### src/design/mppt_popi_pkg.sv
// ----------------------------------------------------------------------------
// mppt_popi_pkg
// shared types, register indexes, reset values and the sequencer microprogram
// for the perturb-and-observe tracker with its pi voltage loop
// ----------------------------------------------------------------------------
package mppt_popi_pkg;

    // register file
    localparam int CFG_ADDR_W = 3;
    localparam int CFG_DATA_W = 16;

    localparam logic [CFG_ADDR_W-1:0] CFG_UPDATE_PERIOD = 3'd0;
    localparam logic [CFG_ADDR_W-1:0] CFG_LOWER_WINDOW  = 3'd1;
    localparam logic [CFG_ADDR_W-1:0] CFG_UPPER_WINDOW  = 3'd2;
    localparam logic [CFG_ADDR_W-1:0] CFG_COARSE_STEP   = 3'd3;
    localparam logic [CFG_ADDR_W-1:0] CFG_FINE_STEP     = 3'd4;
    localparam logic [CFG_ADDR_W-1:0] CFG_PROP_GAIN     = 3'd5;
    localparam logic [CFG_ADDR_W-1:0] CFG_INT_GAIN      = 3'd6;

    // register reset values (0.66 * 23.8 V, 0.94 * 23.8 V, 1 V, 0.15 V, 0.0380)
    localparam logic [CFG_DATA_W-1:0] RST_UPDATE_PERIOD = 16'd1;
    localparam logic [CFG_DATA_W-1:0] RST_LOWER_WINDOW  = 16'd16085;
    localparam logic [CFG_DATA_W-1:0] RST_UPPER_WINDOW  = 16'd22909;
    localparam logic [CFG_DATA_W-1:0] RST_COARSE_STEP   = 16'd1024;
    localparam logic [CFG_DATA_W-1:0] RST_FINE_STEP     = 16'd154;
    localparam logic [CFG_DATA_W-1:0] RST_PROP_GAIN     = 16'd2490;
    localparam logic [CFG_DATA_W-1:0] RST_INT_GAIN      = 16'd2490;

    // payload widths
    localparam int VOLT_W  = 16;
    localparam int DUTY_W  = 24;
    localparam int ERR_W   = 17;
    localparam int POWER_W = 32;
    localparam int INTEG_W = 32;

    // shared multiplier: 17-bit signed by 33-bit signed
    localparam int MUL_A_W = 17;
    localparam int MUL_B_W = 33;
    localparam int PROD_W  = MUL_A_W + MUL_B_W;
    localparam int SUM_W   = PROD_W + 1;

    // sequencer
    localparam int STEP_W    = 3;
    localparam int NUM_STEPS = 8;
    localparam logic [STEP_W-1:0] STEP_IDLE   = 3'd0;
    localparam logic [STEP_W-1:0] STEP_REF    = 3'd2;
    localparam logic [STEP_W-1:0] STEP_FINISH = 3'd7;

    // multiplier operand selection
    typedef enum logic [2:0] {
        MUL_NONE,
        MUL_POWER,
        MUL_INT_ERR,
        MUL_INT_INTEG,
        MUL_PROP_ERR
    } t_mul_sel;

    // datapath operation of a step
    typedef enum logic [2:0] {
        ALU_NOP,
        ALU_LOAD_IN,
        ALU_REF,
        ALU_INTEG,
        ALU_ACC,
        ALU_DUTY
    } t_alu_op;

    // handshake that a step waits on
    typedef enum logic [1:0] {
        WAIT_NONE,
        WAIT_IN,
        WAIT_OUT
    } t_wait_on;

    // one control word
    typedef struct packed {
        t_mul_sel          mul_sel;
        t_alu_op           alu_op;
        t_wait_on          wait_on;
        logic              jump;
        logic [STEP_W-1:0] target;
    } t_ucode;

    // microprogram, one word per step
    localparam t_ucode UCODE [NUM_STEPS] = '{
        // 0: take the tick transaction
        '{MUL_NONE,      ALU_LOAD_IN, WAIT_IN,   1'b0, STEP_IDLE},
        // 1: power = voltage * current
        '{MUL_POWER,     ALU_NOP,     WAIT_NONE, 1'b0, STEP_IDLE},
        // 2: perturb-and-observe update, tick phase, error
        '{MUL_NONE,      ALU_REF,     WAIT_NONE, 1'b0, STEP_IDLE},
        // 3: int_gain * error
        '{MUL_INT_ERR,   ALU_NOP,     WAIT_NONE, 1'b0, STEP_IDLE},
        // 4: integrator update
        '{MUL_NONE,      ALU_INTEG,   WAIT_NONE, 1'b0, STEP_IDLE},
        // 5: int_gain * integrator
        '{MUL_INT_INTEG, ALU_NOP,     WAIT_NONE, 1'b0, STEP_IDLE},
        // 6: park the integral term, prop_gain * error
        '{MUL_PROP_ERR,  ALU_ACC,     WAIT_NONE, 1'b0, STEP_IDLE},
        // 7: round, saturate, load the result register, back to idle
        '{MUL_NONE,      ALU_DUTY,    WAIT_OUT,  1'b1, STEP_IDLE}
    };

endpackage

### src/design/mppt_perturb_observe_pi.sv
// ----------------------------------------------------------------------------
// mppt_perturb_observe_pi
// windowed perturb-and-observe mppt with a pi voltage loop, run by a small
// microcoded sequencer around one shared multiplier
// ----------------------------------------------------------------------------
// usage:
//   input channel (i_in_valid / o_in_ready) carries one control tick: panel
//   voltage and current, unsigned q6.10. every update_period-th tick, starting
//   with the first after reset, the reference voltage is perturbed; every
//   tick the pi stage produces one result transaction on the output channel
//   (o_out_valid / i_out_ready): duty command, voltage error, reference.
//   the result register is loaded at the final step of the eight-step
//   microprogram, which runs four products through the single 17x33 multiplier.
//   the input is taken only while the sequencer sits at its idle step; a
//   result waiting in the output register does not block the next input.
//   if the receiver stalls, the sequencer holds at its final step until the
//   output register frees up, then loads it and returns to idle.
//   reset (synchronous, active low) restores the register defaults and clears
//   the tick phase, stored power and voltage, reference and integrator.
//   configuration writes (i_cfg_we, i_cfg_addr, i_cfg_wdata) take effect at
//   once; indexes beyond the register list are ignored.
// ----------------------------------------------------------------------------
module mppt_perturb_observe_pi (
    input  logic                                  i_clk,
    input  logic                                  i_rst_n,
    // configuration
    input  logic                                  i_cfg_we,
    input  logic [mppt_popi_pkg::CFG_ADDR_W-1:0]  i_cfg_addr,
    input  logic [mppt_popi_pkg::CFG_DATA_W-1:0]  i_cfg_wdata,
    // tick input
    input  logic                                  i_in_valid,
    output logic                                  o_in_ready,
    input  logic [mppt_popi_pkg::VOLT_W-1:0]      i_panel_voltage,
    input  logic [mppt_popi_pkg::VOLT_W-1:0]      i_panel_current,
    // result output
    output logic                                  o_out_valid,
    input  logic                                  i_out_ready,
    output logic signed [mppt_popi_pkg::DUTY_W-1:0] o_duty_command,
    output logic signed [mppt_popi_pkg::ERR_W-1:0]  o_voltage_error,
    output logic [mppt_popi_pkg::VOLT_W-1:0]      o_voltage_reference
);

    localparam int VW = mppt_popi_pkg::VOLT_W;
    localparam int PW = mppt_popi_pkg::PROD_W;
    localparam int SW = mppt_popi_pkg::SUM_W;

    // configuration registers
    logic [VW-1:0] r_update_period, r_lower_window, r_upper_window;
    logic [VW-1:0] r_coarse_step, r_fine_step, r_prop_gain, r_int_gain;

    // sequencer and datapath registers
    logic [mppt_popi_pkg::STEP_W-1:0]         r_step, n_step;
    logic [VW-1:0]                            r_volt, r_curr;
    logic signed [PW-1:0]                     r_prod, r_acc;
    logic signed [mppt_popi_pkg::ERR_W-1:0]   r_err, n_err;
    logic [VW-1:0]                            r_phase, n_phase;
    logic [VW-1:0]                            r_ref, n_ref;
    logic [mppt_popi_pkg::POWER_W-1:0]        r_last_power;
    logic [VW-1:0]                            r_last_volt;
    logic signed [mppt_popi_pkg::INTEG_W-1:0] r_integ, n_integ;
    logic signed [mppt_popi_pkg::DUTY_W-1:0]  n_duty;
    logic                                     r_out_valid;
    logic signed [mppt_popi_pkg::DUTY_W-1:0]  r_duty;
    logic signed [mppt_popi_pkg::ERR_W-1:0]   r_out_err;
    logic [VW-1:0]                            r_out_ref;

    // control word of the current step
    mppt_popi_pkg::t_ucode ctl;
    logic                  stall;
    logic                  run;

    assign ctl   = mppt_popi_pkg::UCODE[r_step];
    assign stall = (ctl.wait_on == mppt_popi_pkg::WAIT_IN && !i_in_valid)
                || (ctl.wait_on == mppt_popi_pkg::WAIT_OUT && r_out_valid && !i_out_ready);
    assign run   = !stall;

    // step counter: hold on a wait, jump or fall through
    always_comb begin
        if (stall) begin
            n_step = r_step;
        end else if (ctl.jump) begin
            n_step = ctl.target;
        end else begin
            n_step = r_step + 1'b1;
        end
    end

    // shared multiplier operand selection
    logic signed [mppt_popi_pkg::MUL_A_W-1:0] mul_a;
    logic signed [mppt_popi_pkg::MUL_B_W-1:0] mul_b;
    logic signed [PW-1:0]                     mul_p;

    always_comb begin
        case (ctl.mul_sel)
            mppt_popi_pkg::MUL_POWER: begin
                mul_a = $signed({1'b0, r_volt});
                mul_b = $signed({17'd0, r_curr});
            end
            mppt_popi_pkg::MUL_INT_ERR: begin
                mul_a = $signed({1'b0, r_int_gain});
                mul_b = mppt_popi_pkg::MUL_B_W'(r_err);
            end
            mppt_popi_pkg::MUL_INT_INTEG: begin
                mul_a = $signed({1'b0, r_int_gain});
                mul_b = mppt_popi_pkg::MUL_B_W'(r_integ);
            end
            mppt_popi_pkg::MUL_PROP_ERR: begin
                mul_a = $signed({1'b0, r_prop_gain});
                mul_b = mppt_popi_pkg::MUL_B_W'(r_err);
            end
            default: begin
                mul_a = '0;
                mul_b = '0;
            end
        endcase
    end

    assign mul_p = mul_a * mul_b;

    // perturb-and-observe reference update
    logic signed [VW+1:0]              ref_base, ref_sum;
    logic                              power_up;
    logic                              volt_up;
    logic [mppt_popi_pkg::POWER_W-1:0] power;

    assign power    = r_prod[mppt_popi_pkg::POWER_W-1:0];
    assign power_up = power >= r_last_power;
    assign volt_up  = r_volt > r_last_volt;
    assign ref_base = $signed({2'b00, r_ref});

    always_comb begin
        if (r_volt < r_lower_window) begin
            ref_sum = ref_base + $signed({2'b00, r_coarse_step});
        end else if (r_volt > r_upper_window) begin
            ref_sum = ref_base - $signed({2'b00, r_coarse_step});
        end else if (power_up == volt_up) begin
            ref_sum = ref_base + $signed({2'b00, r_fine_step});
        end else begin
            ref_sum = ref_base - $signed({2'b00, r_fine_step});
        end
        if (r_phase != '0) begin
            n_ref = r_ref;
        end else if (ref_sum[VW+1]) begin
            n_ref = '0;
        end else if (ref_sum[VW]) begin
            n_ref = '1;
        end else begin
            n_ref = ref_sum[VW-1:0];
        end
    end

    assign n_err = $signed({1'b0, r_volt}) - $signed({1'b0, n_ref});

    // tick phase, a zero period counts as one
    logic [VW-1:0] phase_inc;
    logic [VW-1:0] period;

    assign phase_inc = r_phase + 1'b1;
    assign period    = (r_update_period == '0) ? VW'(1) : r_update_period;
    assign n_phase   = (phase_inc >= period) ? '0 : phase_inc;

    // integrator: add the rounded increment, saturate to 32 bits
    logic signed [PW-1:0] ie_rnd;
    logic signed [SW-1:0] integ_sum;

    assign ie_rnd    = (r_prod + PW'(32768)) >>> 16;
    assign integ_sum = SW'(r_integ) + SW'(ie_rnd);

    always_comb begin
        if (&integ_sum[SW-1:mppt_popi_pkg::INTEG_W-1]
                || ~|integ_sum[SW-1:mppt_popi_pkg::INTEG_W-1]) begin
            n_integ = integ_sum[mppt_popi_pkg::INTEG_W-1:0];
        end else if (integ_sum[SW-1]) begin
            n_integ = {1'b1, {(mppt_popi_pkg::INTEG_W-1){1'b0}}};
        end else begin
            n_integ = {1'b0, {(mppt_popi_pkg::INTEG_W-1){1'b1}}};
        end
    end

    // duty command: round the sum of both terms, saturate to 24 bits
    logic signed [SW-1:0] duty_sum, duty_rnd;

    assign duty_sum = SW'(r_acc) + SW'(r_prod) + SW'(32768);
    assign duty_rnd = duty_sum >>> 16;

    always_comb begin
        if (&duty_rnd[SW-1:mppt_popi_pkg::DUTY_W-1]
                || ~|duty_rnd[SW-1:mppt_popi_pkg::DUTY_W-1]) begin
            n_duty = duty_rnd[mppt_popi_pkg::DUTY_W-1:0];
        end else if (duty_rnd[SW-1]) begin
            n_duty = {1'b1, {(mppt_popi_pkg::DUTY_W-1){1'b0}}};
        end else begin
            n_duty = {1'b0, {(mppt_popi_pkg::DUTY_W-1){1'b1}}};
        end
    end

    // sequencer state, datapath, configuration and result register
    always_ff @(posedge i_clk) begin
        if (!i_rst_n) begin
            r_step          <= mppt_popi_pkg::STEP_IDLE;
            r_out_valid     <= 1'b0;
            r_phase         <= '0;
            r_ref           <= '0;
            r_last_power    <= '0;
            r_last_volt     <= '0;
            r_integ         <= '0;
            r_update_period <= mppt_popi_pkg::RST_UPDATE_PERIOD;
            r_lower_window  <= mppt_popi_pkg::RST_LOWER_WINDOW;
            r_upper_window  <= mppt_popi_pkg::RST_UPPER_WINDOW;
            r_coarse_step   <= mppt_popi_pkg::RST_COARSE_STEP;
            r_fine_step     <= mppt_popi_pkg::RST_FINE_STEP;
            r_prop_gain     <= mppt_popi_pkg::RST_PROP_GAIN;
            r_int_gain      <= mppt_popi_pkg::RST_INT_GAIN;
        end else begin
            r_step <= n_step;

            // configuration write
            if (i_cfg_we) begin
                case (i_cfg_addr)
                    mppt_popi_pkg::CFG_UPDATE_PERIOD: r_update_period <= i_cfg_wdata;
                    mppt_popi_pkg::CFG_LOWER_WINDOW:  r_lower_window  <= i_cfg_wdata;
                    mppt_popi_pkg::CFG_UPPER_WINDOW:  r_upper_window  <= i_cfg_wdata;
                    mppt_popi_pkg::CFG_COARSE_STEP:   r_coarse_step   <= i_cfg_wdata;
                    mppt_popi_pkg::CFG_FINE_STEP:     r_fine_step     <= i_cfg_wdata;
                    mppt_popi_pkg::CFG_PROP_GAIN:     r_prop_gain     <= i_cfg_wdata;
                    mppt_popi_pkg::CFG_INT_GAIN:      r_int_gain      <= i_cfg_wdata;
                    default: ;
                endcase
            end

            // result register fills at the final step, drains on the output transaction
            if (run && ctl.alu_op == mppt_popi_pkg::ALU_DUTY) begin
                r_out_valid <= 1'b1;
            end else if (r_out_valid && i_out_ready) begin
                r_out_valid <= 1'b0;
            end

            // product register
            if (ctl.mul_sel != mppt_popi_pkg::MUL_NONE) begin
                r_prod <= mul_p;
            end

            // datapath operation of this step
            if (run) begin
                case (ctl.alu_op)
                    mppt_popi_pkg::ALU_LOAD_IN: begin
                        r_volt <= i_panel_voltage;
                        r_curr <= i_panel_current;
                    end
                    mppt_popi_pkg::ALU_REF: begin
                        if (r_phase == '0) begin
                            r_last_power <= power;
                            r_last_volt  <= r_volt;
                        end
                        r_ref   <= n_ref;
                        r_phase <= n_phase;
                        r_err   <= n_err;
                    end
                    mppt_popi_pkg::ALU_INTEG: begin
                        r_integ <= n_integ;
                    end
                    mppt_popi_pkg::ALU_ACC: begin
                        r_acc <= r_prod;
                    end
                    mppt_popi_pkg::ALU_DUTY: begin
                        r_duty    <= n_duty;
                        r_out_err <= r_err;
                        r_out_ref <= r_ref;
                    end
                    default: ;
                endcase
            end
        end
    end

    assign o_in_ready          = (ctl.wait_on == mppt_popi_pkg::WAIT_IN);
    assign o_out_valid         = r_out_valid;
    assign o_duty_command      = r_duty;
    assign o_voltage_error     = r_out_err;
    assign o_voltage_reference = r_out_ref;

    // an accepted tick starts the microprogram
    a_start: assert property (@(posedge i_clk) disable iff (!i_rst_n)
        (i_in_valid && o_in_ready) |=> (r_step == mppt_popi_pkg::STEP_IDLE + 1'b1))
        else $error("sequencer did not start after input transaction");

    // a stalled receiver holds the sequencer at its final step
    a_hold: assert property (@(posedge i_clk) disable iff (!i_rst_n)
        (r_step == mppt_popi_pkg::STEP_FINISH && r_out_valid && !i_out_ready)
        |=> (r_step == mppt_popi_pkg::STEP_FINISH))
        else $error("sequencer left the final step while the result was stalled");

    // a loaded result carries the reference of its own tick
    a_load: assert property (@(posedge i_clk) disable iff (!i_rst_n)
        (r_step == mppt_popi_pkg::STEP_FINISH && !(r_out_valid && !i_out_ready))
        |=> (r_out_valid && o_voltage_reference == r_ref))
        else $error("result register not loaded with the current reference");

    // the input is never taken mid-program
    a_busy: assert property (@(posedge i_clk) disable iff (!i_rst_n)
        (r_step != mppt_popi_pkg::STEP_IDLE) |-> !o_in_ready)
        else $error("input ready while the microprogram runs");

endmodule

### config.mk
export PLATFORM = sky130hd
export DESIGN_NAME = mppt_perturb_observe_pi
export DESIGN_NICKNAME = d
export VERILOG_FILES = /design/src/design/mppt_popi_pkg.sv /design/src/design/mppt_perturb_observe_pi.sv
export SDC_FILE = /design/constraint.sdc
export NUM_CORES = 2
export LEC_CHECK = 0
export ABC_AREA = 1
export BUFFER_PORTS_ARGS = -buffer_cell sky130_fd_sc_hd__buf_2
export CORE_AREA = 3 3 428 303
export DETAILED_ROUTE_END_ITERATION = 8
export DIE_AREA = 0 0 431 306
export PLACE_DENSITY = 0.64
export SLEW_MARGIN = 20
export SYNTH_ARGS = -nofsm -noshare
export SYNTH_HDL_FRONTEND = slang
export SYNTH_SLANG_ARGS = --single-unit
### constraint.sdc
create_clock -name i_clk -period 18.1 [get_ports i_clk]
set_clock_uncertainty 0.1 [all_clocks]
set_input_delay 4.525 -clock i_clk [delete_from_list [all_inputs] [get_ports i_clk]]
set_output_delay 4.525 -clock i_clk [all_outputs]
set_load 0.05 [all_outputs]
==> results.sh <==
export IMPL_ys_seq_area_frac=0.2256
export IMPL_drtIter0Drc=4248
export IMPL_slowest_delay_ns=0.55
export IMPL_netlist_area_leader_share=0.2097
export IMPL_antenna_found_initial=6
export IMPL_synthTopCellsByArea="fa_1 (21%), edfxtp_1 (13%), ha_1 (11%)"
export IMPL_die_x_um=431
export IMPL_ios=115
export IMPL_nFillCells=12730
export IMPL_crit_path_frequent_cell="inv_1"
export IMPL_fp_dieH_um=306
export IMPL_grt_pass1_wl_um=237000
export IMPL_p_sw_mw=3.992
export IMPL_drtAntennaViolNets=0
export IMPL_synth_avg_cell_area_um2=7.749
export IMPL_period_minus_slack_ns=9.372
export IMPL_area_growth_pct=7.875
export IMPL_tns_ns=0
export IMPL_fp_coreArea_mm2=0.1259
export IMPL_p_comb_frac=0.647
export IMPL_initial_core_util=0.3785
export IMPL_holdCritPathClass="reg2reg"
export IMPL_dpl_hpwl_um=120500
export IMPL_routed_wirelength_um=152700
export IMPL_hold_viol=0
export IMPL_p_seq_frac=0.214
export IMPL_setup_viol_count_final=0
export IMPL_cts_hold_buffers=0
export IMPL_grt_pass1_vias=40190
export IMPL_max_slew_margin_rel=0.2259
export IMPL_final_util=0.4083
export IMPL_grt_overflow=0
export IMPL_rsz0062_at_grt="no"
export IMPL_num_vias=41150
export IMPL_post_cts_setup_buffers=0
export IMPL_drive_above_1_share=0.04709
export IMPL_h_tree_depth=2
export IMPL_cap_violations=0
export IMPL_synth_edf_count=206
export IMPL_fmax_ghz=0.1067
export IMPL_synth_top_flop_cell="dfxtp_1"
export IMPL_sw_frac_of_total=0.5397
export IMPL_clock_latency_ns=0.63
export IMPL_cts_root_buf="clkbuf_16"
export IMPL_crit_required_ns=18.37
export IMPL_cts_sinks=434
export IMPL_synth_most_common_cell="nand2_1"
export IMPL_gp_congestion=0.9941
export IMPL_wl_per_cell_um=19.41
export IMPL_num_rows=109
export IMPL_nNetsFinal=7151
export IMPL_critPathLaunchType="register"
export IMPL_power_density_mw_per_mm2=143.9
export IMPL_syn_inst=6149
export IMPL_cts_repair_resized=0
export IMPL_period_share=0.5178
export IMPL_vdd_ir_drop_max_v=0.0001051
export IMPL_synthTopCellsByCount="nand2_1 (1428), inv_1 (1298), fa_1 (499)"
export IMPL_yosysTopAreaCell="fa_1"
export IMPL_slew_violations=0
export IMPL_ys_types=61
export IMPL_grtUsageTotal=0.2300
export IMPL_reg2reg_setup_slack_ns=8.73
export IMPL_syn_nets=7136
export IMPL_cts_tree="yes"
export IMPL_cp_end_kind="register"
export IMPL_worst_pin_slew_ns=1.151
export IMPL_dieArea_mm2=0.1319
export IMPL_cp_max_fo=32
export IMPL_cts_clk_slew_worst_paths_ns=0.07
export IMPL_synth_seq_cells=434
export IMPL_drcViolationCount=0
export IMPL_outcome="completed"
export IMPL_grt_max_degree=82
export IMPL_slowest_stage="fa_1"
export IMPL_synthArstFlopShare=0
export IMPL_power_mw=7.396
export IMPL_cp_arrival_ns=9.64
export IMPL_port_buffers=114
export IMPL_pwr_share_clk=0.139
export IMPL_internal_power_mw=3.404
export IMPL_cts_made_buffers=45
export IMPL_dr_pass1_iters=6
export IMPL_clockBufferDepth=3
export IMPL_p_leak_nw=26.16
export IMPL_syn_area_mm2=0.04765
export IMPL_viasPerCell=5.230
export IMPL_synth_warnings=0
export IMPL_path_class="reg2reg"
==> cells in the final DEF, fill, tap and decap left out, types with 12 or more instances in the layout <==
| cell | instances |
|---|---|
| a21boi_0 | 14 |
| a21o_1 | 26 |
| a21oi_1 | 442 |
| a22oi_1 | 26 |
| a31oi_1 | 33 |
| buf_2 | 113 |
| buf_4 | 42 |
| clkbuf_16 | 47 |
| dfxtp_1 | 228 |
| edfxtp_1 | 206 |
| fa_1 | 499 |
| ha_1 | 432 |
| inv_1 | 1297 |
| nand2_1 | 1428 |
| nand3_1 | 209 |
| nand4_1 | 36 |
| nor2_1 | 322 |
| nor2_2 | 13 |
| nor3_1 | 46 |
| nor4_1 | 26 |
| o211ai_1 | 34 |
| o21a_1 | 12 |
| o21ai_0 | 311 |
| o21ai_1 | 16 |
| o21bai_1 | 22 |
| xnor2_1 | 46 |
| xor2_1 | 153 |
==> power by group through the flow <==
stage	sequential, mW	clock, mW	combinational (mW)
2_1_floorplan	1.47	0	3.25
3_3_place_gp	1.59	0	4.58
3_5_place_dp	1.59	0	4.64
4_1_cts	1.57	1.04	4.67
5_1_grt	1.60	1.09	5.32
6_report	1.58	1.03	4.78
==> state kept, by name, summed over array words and instances, names as in the netlist <==
signal and cells:
r_prop_gain 16, r_integ 32, r_last_volt 16, o_out_valid 1, r_fine_step 16, o_voltage_reference 16
r_volt 16, r_upper_window 16, r_last_power 32, o_voltage_error 17, r_coarse_step 16, r_int_gain 16
r_err 17, r_phase 16, r_lower_window 16, r_step 3, r_curr 16, r_ref 16
r_prod 50, r_update_period 16, r_acc 50, o_duty_command 24
==> layout make-up <==
cell class	instances	area [um^2]	area share
Sequential cell	434	10750	0.2092
Antenna cell	2	5.005	0.00009737
Clock buffer	55	1246	0.02425
Inverter	1304	4895	0.09523
Timing Repair Buffer	155	880.8	0.01714
Clock inverter	29	329.1	0.006402
Multi-Input combinational cell	4224	31210	0.6072
Tap cell	1665	2083	0.04053
==> layer usage <==
| layer | track usage | wire length, um | part of all wire |
|---|---|---|---|
| met5 | 0 | 0 | 0 |
| met4 | 0.04762 | 3069 | 0.020 |
| met3 | 0.06113 | 17390 | 0.11 |
| met2 | 0.3127 | 58690 | 0.38 |
| met1 | 0.3592 | 73570 | 0.48 |
==> cell families after synthesis <==
group | count (synthesis) | synth area share
xor+xnor | 199 | 0.03658
buf+inv | 1491 | 0.1207
flops | 434 | 0.2256
simple gates | 2116 | 0.1804
compound gates | 978 | 0.1137
fa+ha+maj | 931 | 0.3231
==> metrics by stage <==
| stage | cell area (um^2) | hold WS [ns] | setup WS [ns] | std cells |
|---|---|---|---|---|
| 2_1_floorplan | 47650 | 0.3264 | 7.003 | 6149 |
| 3_3_place_gp | 49810 | 0.3382 | 8.957 | 7782 |
| 3_5_place_dp | 49810 | 0.3454 | 8.903 | 7782 |
| 4_1_cts | 51380 | 0.3619 | 8.878 | 7866 |
| 5_1_grt | 51390 | 0.3736 | 8.014 | 7866 |
| 6_report | 51400 | 0.3574 | 8.728 | 7868 |
==> worst max-delay path, delay by kind of cell (launching register included) <==
| family | cells | cell delay (ns) |
|---|---|---|
| adder cells (fa/ha/maj) | 8 | 3.63 |
| flip-flops | 1 | 0.38 |
| XOR/XNOR | 1 | 0.16 |
| AND/OR/NAND/NOR | 8 | 1.45 |
| buffers and inverters | 10 | 2.49 |
| AO/OA/AOI/OAI | 4 | 0.89 |
==> worst paths after layout <==
kind,start,end,cells past startpoint
max reg2reg,r_step[0],r_prod[48],31
max,r_step[0],r_prod[48],31
min,r_last_power[24],r_last_power[24],2
min reg2reg,r_last_power[24],r_last_power[24],2
(Power assumes the default switching activity.)
